===== config.mk =====
export PLATFORM = sky130hd
export DESIGN_NAME = positional_ordered_list_store
export DESIGN_NICKNAME = d
export VERILOG_FILES = /design/src/rtl/pols_pkg.sv /design/src/rtl/pols_ram.sv /design/src/rtl/positional_ordered_list_store.sv
export SDC_FILE = /design/constraint.sdc
export NUM_CORES = 2
export LEC_CHECK = 0
export ABC_AREA = 0
export BUFFER_PORTS_ARGS = -buffer_cell sky130_fd_sc_hd__buf_2
export CORE_UTILIZATION = 55
export DETAILED_ROUTE_END_ITERATION = 7
export GPL_TIMING_DRIVEN = 0
export PLACE_DENSITY = 0.71
export SLEW_MARGIN = 20
export SYNTH_ARGS = -nofsm -noshare
export SYNTH_HDL_FRONTEND = slang
export SYNTH_SLANG_ARGS = --single-unit

===== constraint.sdc =====
create_clock -name i_clk -period 15.4 [get_ports i_clk]
set_clock_uncertainty 0.2 [all_clocks]
set_input_delay 0.77 -clock i_clk [delete_from_list [all_inputs] [get_ports i_clk]]
set_output_delay 0.77 -clock i_clk [all_outputs]
set_load 0.1 [all_outputs]

===== src/rtl/pols_pkg.sv =====
// Shared types, request and status codes, and FSM states for the positional list store.
// No dependencies; the list store and both testbench files import this package.
package pols_pkg;

    localparam int CAPACITY_DEF = 64;

    localparam logic [1:0] REQ_INSERT = 2'd0;
    localparam logic [1:0] REQ_DELETE = 2'd1;
    localparam logic [1:0] REQ_READ   = 2'd2;
    localparam logic [1:0] REQ_FIND   = 2'd3;

    localparam logic [1:0] ST_OK       = 2'd0;
    localparam logic [1:0] ST_BADPOS   = 2'd1;
    localparam logic [1:0] ST_FULL     = 2'd2;
    localparam logic [1:0] ST_NOTFOUND = 2'd3;

    typedef struct packed {
        logic [1:0]         req_type;
        logic [6:0]         position;
        logic signed [31:0] value;
    } t_req;

    typedef struct packed {
        logic signed [31:0] result_value;
        logic [6:0]         found_position;
        logic [6:0]         entry_count;
        logic               is_empty;
        logic [1:0]         status;
    } t_resp;

    typedef enum logic [2:0] {
        S_IDLE,
        S_SHIFT_UP,
        S_INS_WR,
        S_DEL_RD,
        S_SHIFT_DN,
        S_RD_WAIT,
        S_FIND,
        S_DONE
    } t_state;

endpackage


===== src/rtl/pols_ram.sv =====
// Generic single-clock RAM: one write port, one read port, registered read data.
// No dependencies.
module pols_ram #(
    parameter int WIDTH = 32,
    parameter int DEPTH = 64
) (
    input  logic                     i_clk,
    input  logic                     i_we,
    input  logic [$clog2(DEPTH)-1:0] i_waddr,
    input  logic [WIDTH-1:0]         i_wdata,
    input  logic                     i_re,
    input  logic [$clog2(DEPTH)-1:0] i_raddr,
    output logic [WIDTH-1:0]         o_rdata
);

    logic [WIDTH-1:0] r_mem [DEPTH];
    logic [WIDTH-1:0] r_rdata;

    always_ff @(posedge i_clk) begin
        if (i_we) begin
            r_mem[i_waddr] <= i_wdata;
        end
        if (i_re) begin
            r_rdata <= r_mem[i_raddr];
        end
    end

    assign o_rdata = r_rdata;

endmodule


===== src/rtl/positional_ordered_list_store.sv =====
// Positional list store: an ordered list of signed 32-bit values kept in one RAM.
// Depends on pols_pkg and pols_ram.
//
// Usage: a request beat on the input channel (i_in_valid / o_in_stall, payload
// i_in_data) carries a request type, a one-based position and a value. Insert,
// delete, read-at-position and find-value each return exactly one result beat on
// the output channel (o_out_valid / i_out_stall, payload o_out_data) with the
// value, the found position, the entry count after the request, an empty flag
// and a status code. One request is worked at a time; o_in_stall is high from
// acceptance until its result is loaded into the output register.
// The work per request is set by the single RAM read port that moves one entry
// per cycle: errors and appends go straight to the result; read waits for the
// RAM read; insert at p shifts entries p..count up, then writes; delete at p
// reads the entry, shifts those above it down; find scans to the first match.
// The output register holds a result while the receiver stalls; the next
// request is still accepted and worked, waiting in its final state until the
// register frees. Reset empties the list (count to zero); the RAM
// contents are not cleared since only entries below the count are ever read.
module positional_ordered_list_store #(
    parameter int CAPACITY = pols_pkg::CAPACITY_DEF
) (
    input  logic           i_clk,
    input  logic           i_rst_n,
    input  logic           i_in_valid,
    output logic           o_in_stall,
    input  pols_pkg::t_req i_in_data,
    output logic           o_out_valid,
    input  logic           i_out_stall,
    output pols_pkg::t_resp o_out_data
);
    import pols_pkg::*;

    localparam int AW = $clog2(CAPACITY);
    localparam int CW = $clog2(CAPACITY + 1);
    localparam int XW = ((CW > 7) ? CW : 7) + 1;

    t_state          r_state, n_state;
    logic [CW-1:0]   r_count, n_count;
    logic [AW-1:0]   r_ptr, n_ptr;
    logic [AW-1:0]   r_tgt, n_tgt;
    logic [31:0]     r_val, n_val;
    logic [31:0]     r_rv, n_rv;
    logic [6:0]      r_fpos, n_fpos;
    logic [1:0]      r_st, n_st;
    logic            r_out_valid, n_out_valid;
    t_resp           r_out, n_out;

    logic            ram_we, ram_re;
    logic [AW-1:0]   ram_waddr, ram_raddr;
    logic [31:0]     ram_wdata, ram_rdata;

    logic [XW-1:0]   pos_x, cnt_x, ptr_x, tgt_x;
    logic [AW-1:0]   pos_m1, cnt_m1, ptr_m1, ptr_m2, ptr_p1, tgt_p1;
    logic            ins_bad, is_full, acc_bad, is_append, cnt_zero;
    logic            up_last, dn_more, del_more, out_free;

    pols_ram #(
        .WIDTH(32),
        .DEPTH(CAPACITY)
    ) u_ram (
        .i_clk  (i_clk),
        .i_we   (ram_we),
        .i_waddr(ram_waddr),
        .i_wdata(ram_wdata),
        .i_re   (ram_re),
        .i_raddr(ram_raddr),
        .o_rdata(ram_rdata)
    );

    // Request decode and pointer arithmetic
    always_comb begin
        pos_x     = XW'(i_in_data.position);
        cnt_x     = XW'(r_count);
        ptr_x     = XW'(r_ptr);
        tgt_x     = XW'(r_tgt);
        pos_m1    = AW'(pos_x - XW'(1));
        cnt_m1    = AW'(cnt_x - XW'(1));
        ptr_m1    = r_ptr - AW'(1);
        ptr_m2    = ptr_m1 - AW'(1);
        ptr_p1    = AW'(ptr_x + XW'(1));
        tgt_p1    = AW'(tgt_x + XW'(1));
        ins_bad   = (pos_x == '0) || (pos_x > cnt_x + XW'(1));
        is_full   = (cnt_x == XW'(CAPACITY));
        acc_bad   = (pos_x == '0) || (pos_x > cnt_x);
        is_append = (pos_x == cnt_x + XW'(1));
        cnt_zero  = (r_count == '0);
        up_last   = (ptr_m1 == r_tgt);
        dn_more   = (ptr_x + XW'(1) < cnt_x);
        del_more  = (tgt_x + XW'(1) < cnt_x);
        out_free  = !r_out_valid || !i_out_stall;
    end

    // Next state
    always_comb begin
        n_state = r_state;
        case (r_state)
            S_IDLE: begin
                if (i_in_valid) begin
                    case (i_in_data.req_type)
                        REQ_INSERT: begin
                            if (ins_bad || is_full || is_append) begin
                                n_state = S_DONE;
                            end else begin
                                n_state = S_SHIFT_UP;
                            end
                        end
                        REQ_DELETE: n_state = acc_bad ? S_DONE : S_DEL_RD;
                        REQ_READ:   n_state = acc_bad ? S_DONE : S_RD_WAIT;
                        REQ_FIND:   n_state = cnt_zero ? S_DONE : S_FIND;
                        default:    n_state = S_DONE;
                    endcase
                end
            end
            S_SHIFT_UP: n_state = up_last ? S_INS_WR : S_SHIFT_UP;
            S_INS_WR:   n_state = S_DONE;
            S_DEL_RD:   n_state = del_more ? S_SHIFT_DN : S_DONE;
            S_SHIFT_DN: n_state = dn_more ? S_SHIFT_DN : S_DONE;
            S_RD_WAIT:  n_state = S_DONE;
            S_FIND: begin
                if ((ram_rdata == r_val) || !dn_more) begin
                    n_state = S_DONE;
                end
            end
            S_DONE:     n_state = out_free ? S_IDLE : S_DONE;
            default:    n_state = S_IDLE;
        endcase
    end

    // RAM control and datapath
    always_comb begin
        ram_we      = 1'b0;
        ram_waddr   = r_ptr;
        ram_wdata   = ram_rdata;
        ram_re      = 1'b0;
        ram_raddr   = r_ptr;
        n_count     = r_count;
        n_ptr       = r_ptr;
        n_tgt       = r_tgt;
        n_val       = r_val;
        n_rv        = r_rv;
        n_fpos      = r_fpos;
        n_st        = r_st;
        n_out_valid = r_out_valid && i_out_stall;
        n_out       = r_out;
        o_in_stall  = (r_state != S_IDLE);
        case (r_state)
            S_IDLE: begin
                if (i_in_valid) begin
                    n_val  = i_in_data.value;
                    n_rv   = '0;
                    n_fpos = '0;
                    n_st   = ST_OK;
                    n_tgt  = pos_m1;
                    case (i_in_data.req_type)
                        REQ_INSERT: begin
                            if (ins_bad) begin
                                n_st = ST_BADPOS;
                            end else if (is_full) begin
                                n_st = ST_FULL;
                            end else if (is_append) begin
                                ram_we    = 1'b1;
                                ram_waddr = AW'(r_count);
                                ram_wdata = i_in_data.value;
                                n_count   = r_count + CW'(1);
                                n_rv      = i_in_data.value;
                            end else begin
                                // start the upward shift from the last entry
                                ram_re    = 1'b1;
                                ram_raddr = cnt_m1;
                                n_ptr     = AW'(r_count);
                                n_rv      = i_in_data.value;
                            end
                        end
                        REQ_DELETE, REQ_READ: begin
                            if (acc_bad) begin
                                n_st = ST_BADPOS;
                            end else begin
                                ram_re    = 1'b1;
                                ram_raddr = pos_m1;
                            end
                        end
                        REQ_FIND: begin
                            if (cnt_zero) begin
                                n_st = ST_NOTFOUND;
                            end else begin
                                ram_re    = 1'b1;
                                ram_raddr = '0;
                                n_ptr     = '0;
                            end
                        end
                        default: n_st = ST_BADPOS;
                    endcase
                end
            end
            S_SHIFT_UP: begin
                // move entry ptr-1 up to ptr, prefetch the one below
                ram_we    = 1'b1;
                ram_waddr = r_ptr;
                ram_wdata = ram_rdata;
                if (!up_last) begin
                    ram_re    = 1'b1;
                    ram_raddr = ptr_m2;
                    n_ptr     = ptr_m1;
                end
            end
            S_INS_WR: begin
                ram_we    = 1'b1;
                ram_waddr = r_tgt;
                ram_wdata = r_val;
                n_count   = r_count + CW'(1);
            end
            S_DEL_RD: begin
                n_rv = ram_rdata;
                if (del_more) begin
                    ram_re    = 1'b1;
                    ram_raddr = tgt_p1;
                    n_ptr     = tgt_p1;
                end else begin
                    n_count = r_count - CW'(1);
                end
            end
            S_SHIFT_DN: begin
                // move entry ptr down to ptr-1, prefetch the one above
                ram_we    = 1'b1;
                ram_waddr = ptr_m1;
                ram_wdata = ram_rdata;
                if (dn_more) begin
                    ram_re    = 1'b1;
                    ram_raddr = ptr_p1;
                    n_ptr     = ptr_p1;
                end else begin
                    n_count = r_count - CW'(1);
                end
            end
            S_RD_WAIT: begin
                n_rv = ram_rdata;
            end
            S_FIND: begin
                if (ram_rdata == r_val) begin
                    n_fpos = 7'(ptr_x + XW'(1));
                end else if (dn_more) begin
                    ram_re    = 1'b1;
                    ram_raddr = ptr_p1;
                    n_ptr     = ptr_p1;
                end else begin
                    n_st = ST_NOTFOUND;
                end
            end
            S_DONE: begin
                if (out_free) begin
                    n_out_valid          = 1'b1;
                    n_out.result_value   = r_rv;
                    n_out.found_position = r_fpos;
                    n_out.entry_count    = 7'(r_count);
                    n_out.is_empty       = cnt_zero;
                    n_out.status         = r_st;
                end
            end
            default: begin
                n_st = ST_OK;
            end
        endcase
    end

    always_ff @(posedge i_clk) begin
        if (!i_rst_n) begin
            r_state     <= S_IDLE;
            r_count     <= '0;
            r_out_valid <= 1'b0;
        end else begin
            r_state     <= n_state;
            r_count     <= n_count;
            r_out_valid <= n_out_valid;
        end
    end

    always_ff @(posedge i_clk) begin
        r_ptr  <= n_ptr;
        r_tgt  <= n_tgt;
        r_val  <= n_val;
        r_rv   <= n_rv;
        r_fpos <= n_fpos;
        r_st   <= n_st;
        r_out  <= n_out;
    end

    assign o_out_valid = r_out_valid;
    assign o_out_data  = r_out;

endmodule


Word level (Yosys, flattened, before mapping)

Memories as Yosys holds them, arrays and structs flattened. A register that Yosys moved wholly into a read port is not among the register bits.
Cells that the tools add are included.

Register bits: 145
Bits in writable memories: 2048
Input bits: 45
Output and inout bits: 51
Memories kept: 1

Memories:

| name        | depth | bits a word | read ports | clocked after Yosys merged registers in | write ports | RTL line       | text |
|---|---|---|---|---|---|---|---|
| u_ram.r_mem | 64    | 32          | 1          | 1                                       | 1           | pols_ram.sv:16 | `logic [WIDTH-1:0] r_mem [DEPTH];` |

Add/subtract/negate cells: 9
Magnitude comparators: 4
Eq/ne operators: 30
Multiplexer cells: 90
Reduce and logical (&&, ||, !) cells: 31

Operators by type and width:

| operator              | count |
|---|---|
| $mux W32              | 9 |
| $pmux W32 S2          | 2 |
| $mux W6               | 20 |
| $mux W7               | 9 |
| $pmux W6 S5           | 2 |
| $pmux W6 S3           | 2 |
| $eq A32 B32 Y1        | 1 |
| $pmux W7 S4           | 1 |
| $sub A6 B1 Y6 const B | 4 |
| $ne A2 B2 Y1 const B  | 11 |
| $mux W1               | 21 |
| $pmux W3 S7           | 1 |
| $mux W2               | 10 |
| $mux W3               | 5 |
| $add A6 B1 Y7 const B | 2 |
| $logic_not A7 Y1      | 2 |
| $lt A7 B7 Y1          | 2 |
| $pmux W7 S2           | 1 |
| $eq A3 B3 Y1 const B  | 4 |
| $pmux W3 S4           | 1 |
| $pmux W6 S2           | 1 |
| $ne A3 B3 Y1 const B  | 3 |
| $add A7 B1 Y8 const B | 1 |
| $eq A7 B8 Y1          | 1 |
| 33 further kinds      | 48 |

Logic depth before layout (Yosys ltp)

Depth in word-level cells: 10
Depth in mapped cells: 21
Depth with buffers taken out: 15

Modules after synthesis

Synthesis repeated with hierarchy kept, for this count alone.

Cells, all modules: 4318
Area total of the unflattened synthesis: 88193.3 um^2

Modules (own cells, without submodules):

| module                        | times used | cells each | area each (um^2) |
|---|---|---|---|
| pols_ram                      | 1          | 3511       | 79359.9 |
| positional_ordered_list_store | 1          | 807        | 8833.5 |

Worst setup path after synthesis

OpenSTA, ideal clock, no wires.

Kind: input to register
Start point: input port i_in_data[35] (netlist bit)
End point: memory u_ram.r_mem[12][0], enable pin
Arrival time: 4.943 ns
Data required time: 14.779 ns
Setup slack: 9.836 ns
Cell stages on the path: 11
Buffers on the path: 1
Cells stage by stage: or3_4 -> or4b_4 -> nand3_1 -> nor4_1 -> nand2_1 -> clkbuf_1 -> o21ai_0 -> a21oi_1 -> or3b_2 -> nand2b_1 -> nor2_1

Longest elaborated chain between the ends: 9
Elaborated cells on any way between the ends: 18

Ends and longest elaborated chain:

| item                                                                 | RTL line                            | text |
|---|---|---|
| start, declared                                                      | positional_ordered_list_store.sv:26 | `input pols_pkg::t_req i_in_data,` |
| parallel branches: the longest is 9 deep, another holds $gt A7 B8 Y1 | n/a                                 |  |
| end, declared                                                        | pols_ram.sv:16                      |  |

Parallel ways; which one is timed is not known.

Final worst setup path

Start point: register r_ptr[3]
End point: register u_ram.r_rdata[17], in the netlist u_ram.o_rdata[17] (read register of u_ram.r_mem), data pin

Elaborated cells on any way between the ends: 21

RTL lines:

| item                                                   | RTL line                             | text |
|---|---|---|
| start, declared                                        | positional_ordered_list_store.sv:39  | `logic [AW-1:0] r_ptr, n_ptr;` |
| start signal, assigned                                 | positional_ordered_list_store.sv:278 | `r_ptr <= n_ptr;` |
| $add A6 B1 Y7 (*)                                      | positional_ordered_list_store.sv:88  | `dn_more = (ptr_x + XW'(1) < cnt_x);` |
| named net ptr_p1[3]                                    | positional_ordered_list_store.sv:53  | `logic [AW-1:0] pos_m1, cnt_m1, ptr_m1, ptr_m2, ptr_p1, tgt_p1;` |
| $lt A7 B7 Y1                                           | positional_ordered_list_store.sv:88  |  |
| $mux W6 / $mux W1 (equally long branches) (2 in a row) | n/a                                  |  |
| $pmux W6 S5 / $pmux W1 S5 (equally long branches)      | positional_ordered_list_store.sv:146 | `case (r_state)` |
| end, declared                                          | pols_ram.sv:17                       | `logic [WIDTH-1:0] r_rdata;` |

Mark *: on every way through the listed nets, which the timed path passes. The rest lies on a longest branch.
A chain may end at the register's enable or synchronous reset.

==> summary.md <==
| Metric | Value |
|---|---|
| Status | completed |
| Tightest Hold Check Type | primary input to register |
| Worst-Skew Late Latency | 880 ps |
| Drt drc | 0 |
| Crit path launch type | register |
| Die Span X | 404.1 um |
| GRT Residual Overflow | 0 |
| Period utilization | 52.38% |
| Maximum clock rate | 0.1240 GHz |
| # clock sinks | 2225 |
| DP Wirelength | 172400 um |
| Synth Instances | 4832 |
| Critical path buffer and inverter count | 6 |
| Area growth, synth to finish | 15.30% |
| Most frequent cells in the layout | edfxtp_1 (2214), mux4_2 (246), mux2_2 (236), clkbuf_1 (228), clkbuf_16 (212) |
| H-Tree Depth | 4 |
| DRT iter0 DRCs | 7708 |
| Most common cell after layout, fill and taps aside | edfxtp_1 |
| Final ANT Viol Nets | 0 |
| Clock Pin Slew Worst Setup and Hold Paths | 60 ps |
| Slowest cell on crit path | or4_1 |
| CP max stage delay | 610 ps |
| Initial Util | 55.37% |
| CP most frequent cell | buf_2 |
| Mapped cell area | 0.08891 mm2 |
| Fin nets | 5371 |
| Overall die height | 404.1 um |
| Main synth FF type | edfxtp_1 |
| Cts repair resizes | 0 |
| Worst Setup End Kind | register |
| Die area | 0.1633 mm2 |
| Type of the worst setup path | register to register |
| Worst-margin pin slew | 1213 ps |
| DRT Wirelength | 249100 um |
| Number of global-route vias before repair | 48160 |
| Post-synth cell types | 87 |
| RSZ-0062 raised after global routing | false |
| Worst path cell trace | clkbuf_1 -> clkbuf_1 -> xnor2_1 -> ha_1 -> nand4_1 -> a211oi_1 -> nor2_1 -> o311a_1 -> nor4bb_1 -> o22ai_4 -> nand2_2 -> buf_4 -> buf_2 -> buf_2 -> buf_2 -> mux2i_1 -> a2bb2oi_1 -> o2bb2ai_1 -> or4_1 |
| Layout cells sized above 1 | 21.71% |
| Period minus WS final | 8067 ps |
| Hold Buf Count CTS | 30 |
| CP max FO | 10 |
| Flops & latches, synth | 2225 |
| I/O Buffers | 95 |
| TNS Setup | 0 ps |
| Post-Syn Area per Cell | 18.40 um2 |
| Initial antenna violation count | 23 |
| Max Slew Vio Count | 0 |
| Critical Path RT | 15790 ps |
| Slew HR | 19.14% |
| CP delay by family, top | buffers and inverters |
| Core area | 0.1606 mm2 |
| Wire per inst | 32.64 um |
| Inserted Clock Buffers | 212 |
| # IOs | 96 |
| Drt first pass iters | 8 |
| YS warnings | 0 |
| Syn_nets | 4925 |
| Post-synth EDFFs | 2214 |
| Routability cong. | 1.011 |
| Rows | 147 |
| Final hold violation count | 0 |
| CTS tree | yes |
| All-Layer GR Usage | 30.47% |
| Largest net degree at the start of global routing | 65 |
| Setup Buffers After CTS | 0 |
| Max clock buf depth | 3 |
| Final setup viols | 0 |
| Post-synthesis sequential area ratio | 75.02% |
| Async SR Flop Fraction | 0% |
| First-pass GRT wire length | 350500 um |
| Worst path arrival time | 8460 ps |
| Root buffer selected by CTS | clkbuf_16 |
| Max Cap Viol | 0 |
| Via count | 50220 |
| Via density | 6.581 |
final timing paths:
check	from	endpoint	slack (ps)	depth (start not counted)
hold / removal	i_in_data[27]	r_val[27]	40	1
hold reg to reg	r_rv[27]	o_out_data[44]	210	0
setup reg to reg	r_ptr[3]	u_ram.o_rdata[17]	7330	19
setup / recovery	r_ptr[3]	u_ram.o_rdata[17]	7330	19
sequential cells by signal, summed over array words and instances, names as in the netlist:
register       cells
r_st               2
r_state            3
o_out_valid        1
r_count            7
r_val             32
r_rv              32
r_ptr              6
u_ram.r_mem     2048
u_ram.o_rdata     32
r_fpos             7
o_out_data        49
r_tgt              6
kinds of logic (layout without fill, tap and decap cells):
| family | Yosys count | after routing | share of synthesized area, % |
|---|---|---|---|
| AO/OA/AOI/OAI | 1017 | 1017 | 8.105 |
| XOR/XNOR | 76 | 76 | 0.8119 |
| adder cells (fa/ha/maj) | 48 | 48 | 0.6839 |
| buffers and inverters | 310 | 941 | 1.501 |
| flip-flops | 2225 | 2225 | 75.02 |
| multiplexers | 642 | 642 | 11.17 |
| other | 0 | 8 | 0 |
| AND/OR/NAND/NOR | 514 | 514 | 2.710 |
per-layer routing:
| metal | share of wire, % | track usage (%) | vias to the layer above |
|---|---|---|---|
| li1 | - | - | 20730 |
| met4 | 5.5 | 14.75 | 18 |
| met2 | 45 | 46.15 | 3120 |
| met5 | 0.056 | 0 | - |
| met1 | 38 | 41.98 | 25770 |
| met3 | 11 | 7.157 | 580 |
synthesized netlist by cell type, types with 7 or more instances:
| master | count | area [um2] |
|---|---|---|
| nand2_1 | 176 | 660.6 |
| buf_4 | 9 | 67.56 |
| buf_1 | 19 | 71.32 |
| nand3_1 | 27 | 135.1 |
| nor2_1 | 159 | 596.8 |
| o211ai_1 | 7 | 52.55 |
| or4_1 | 33 | 247.7 |
| a2bb2oi_1 | 124 | 1086 |
| a21boi_0 | 126 | 945.9 |
| inv_1 | 24 | 90.09 |
| and3_1 | 26 | 162.7 |
| mux4_2 | 246 | 5540 |
| buf_6 | 7 | 78.83 |
| o22ai_1 | 135 | 844.6 |
| or3_1 | 8 | 50.05 |
| a22o_1 | 127 | 1112 |
| mux2_1 | 25 | 281.5 |
| mux2i_1 | 129 | 1291 |
| clkbuf_1 | 180 | 675.7 |
| a21o_1 | 10 | 75.07 |
| a21oi_1 | 171 | 855.8 |
| buf_2 | 67 | 335.3 |
| nor4_1 | 9 | 56.30 |
| xor2_1 | 48 | 420.4 |
| ha_1 | 47 | 588.1 |
| nor3_1 | 28 | 140.1 |
| o221ai_1 | 32 | 280.3 |
| edfxtp_1 | 2214 | 66480 |
| o21a_1 | 7 | 52.55 |
| a31oi_1 | 9 | 56.30 |
| nand4_1 | 8 | 50.05 |
| dfxtp_1 | 11 | 220.2 |
| xnor2_1 | 24 | 210.2 |
| o21ai_0 | 130 | 650.6 |
| mux2_2 | 236 | 2658 |
| a211oi_1 | 13 | 97.59 |
| o2bb2ai_1 | 63 | 551.8 |
worst reg2reg max path: stages (launching register included):
cell	delay (ps)
edfxtp_1	330
clkbuf_1	340
clkbuf_1	560
xnor2_1	340
ha_1	360
nand4_1	100
a211oi_1	520
nor2_1	250
o311a_1	300
nor4bb_1	540
o22ai_4	250
nand2_2	310
buf_4	370
buf_2	620
buf_2	520
buf_2	450
mux2i_1	260
a2bb2oi_1	140
o2bb2ai_1	450
or4_1	620
layout make-up:
class / count / area [um2]
Inverter: 27 / 101.3
Fill cell: 10670 / 58050
Timing Repair Buffer: 232 / 3237
Sequential cell: 2225 / 66700
Clock buffer: 260 / 5485
Multi-Input combinational cell: 2297 / 21670
Antenna cell: 8 / 20.02
Clock inverter: 139 / 1364
Tap cell: 2160 / 2703
Buffer: 283 / 1234
metrics by stage:
stage	instances	setup WS, ps	util [%]	cell area (um2)	hold slack (ps)
floorplan	4832	9836	-	88910	200.3
global placement	7087	6410	57.35	92090	201.0
detailed placement	7193	7602	59.38	95340	204.5
CTS	7622	7552	63.83	102500	4.844
global route	7623	7204	63.84	102500	12.94
finish	7631	7333	63.85	102500	43.75
Power is left out: the tool's default activity adds up to more than one toggle a clock period on the data nets, which glitch-free logic cannot reach.
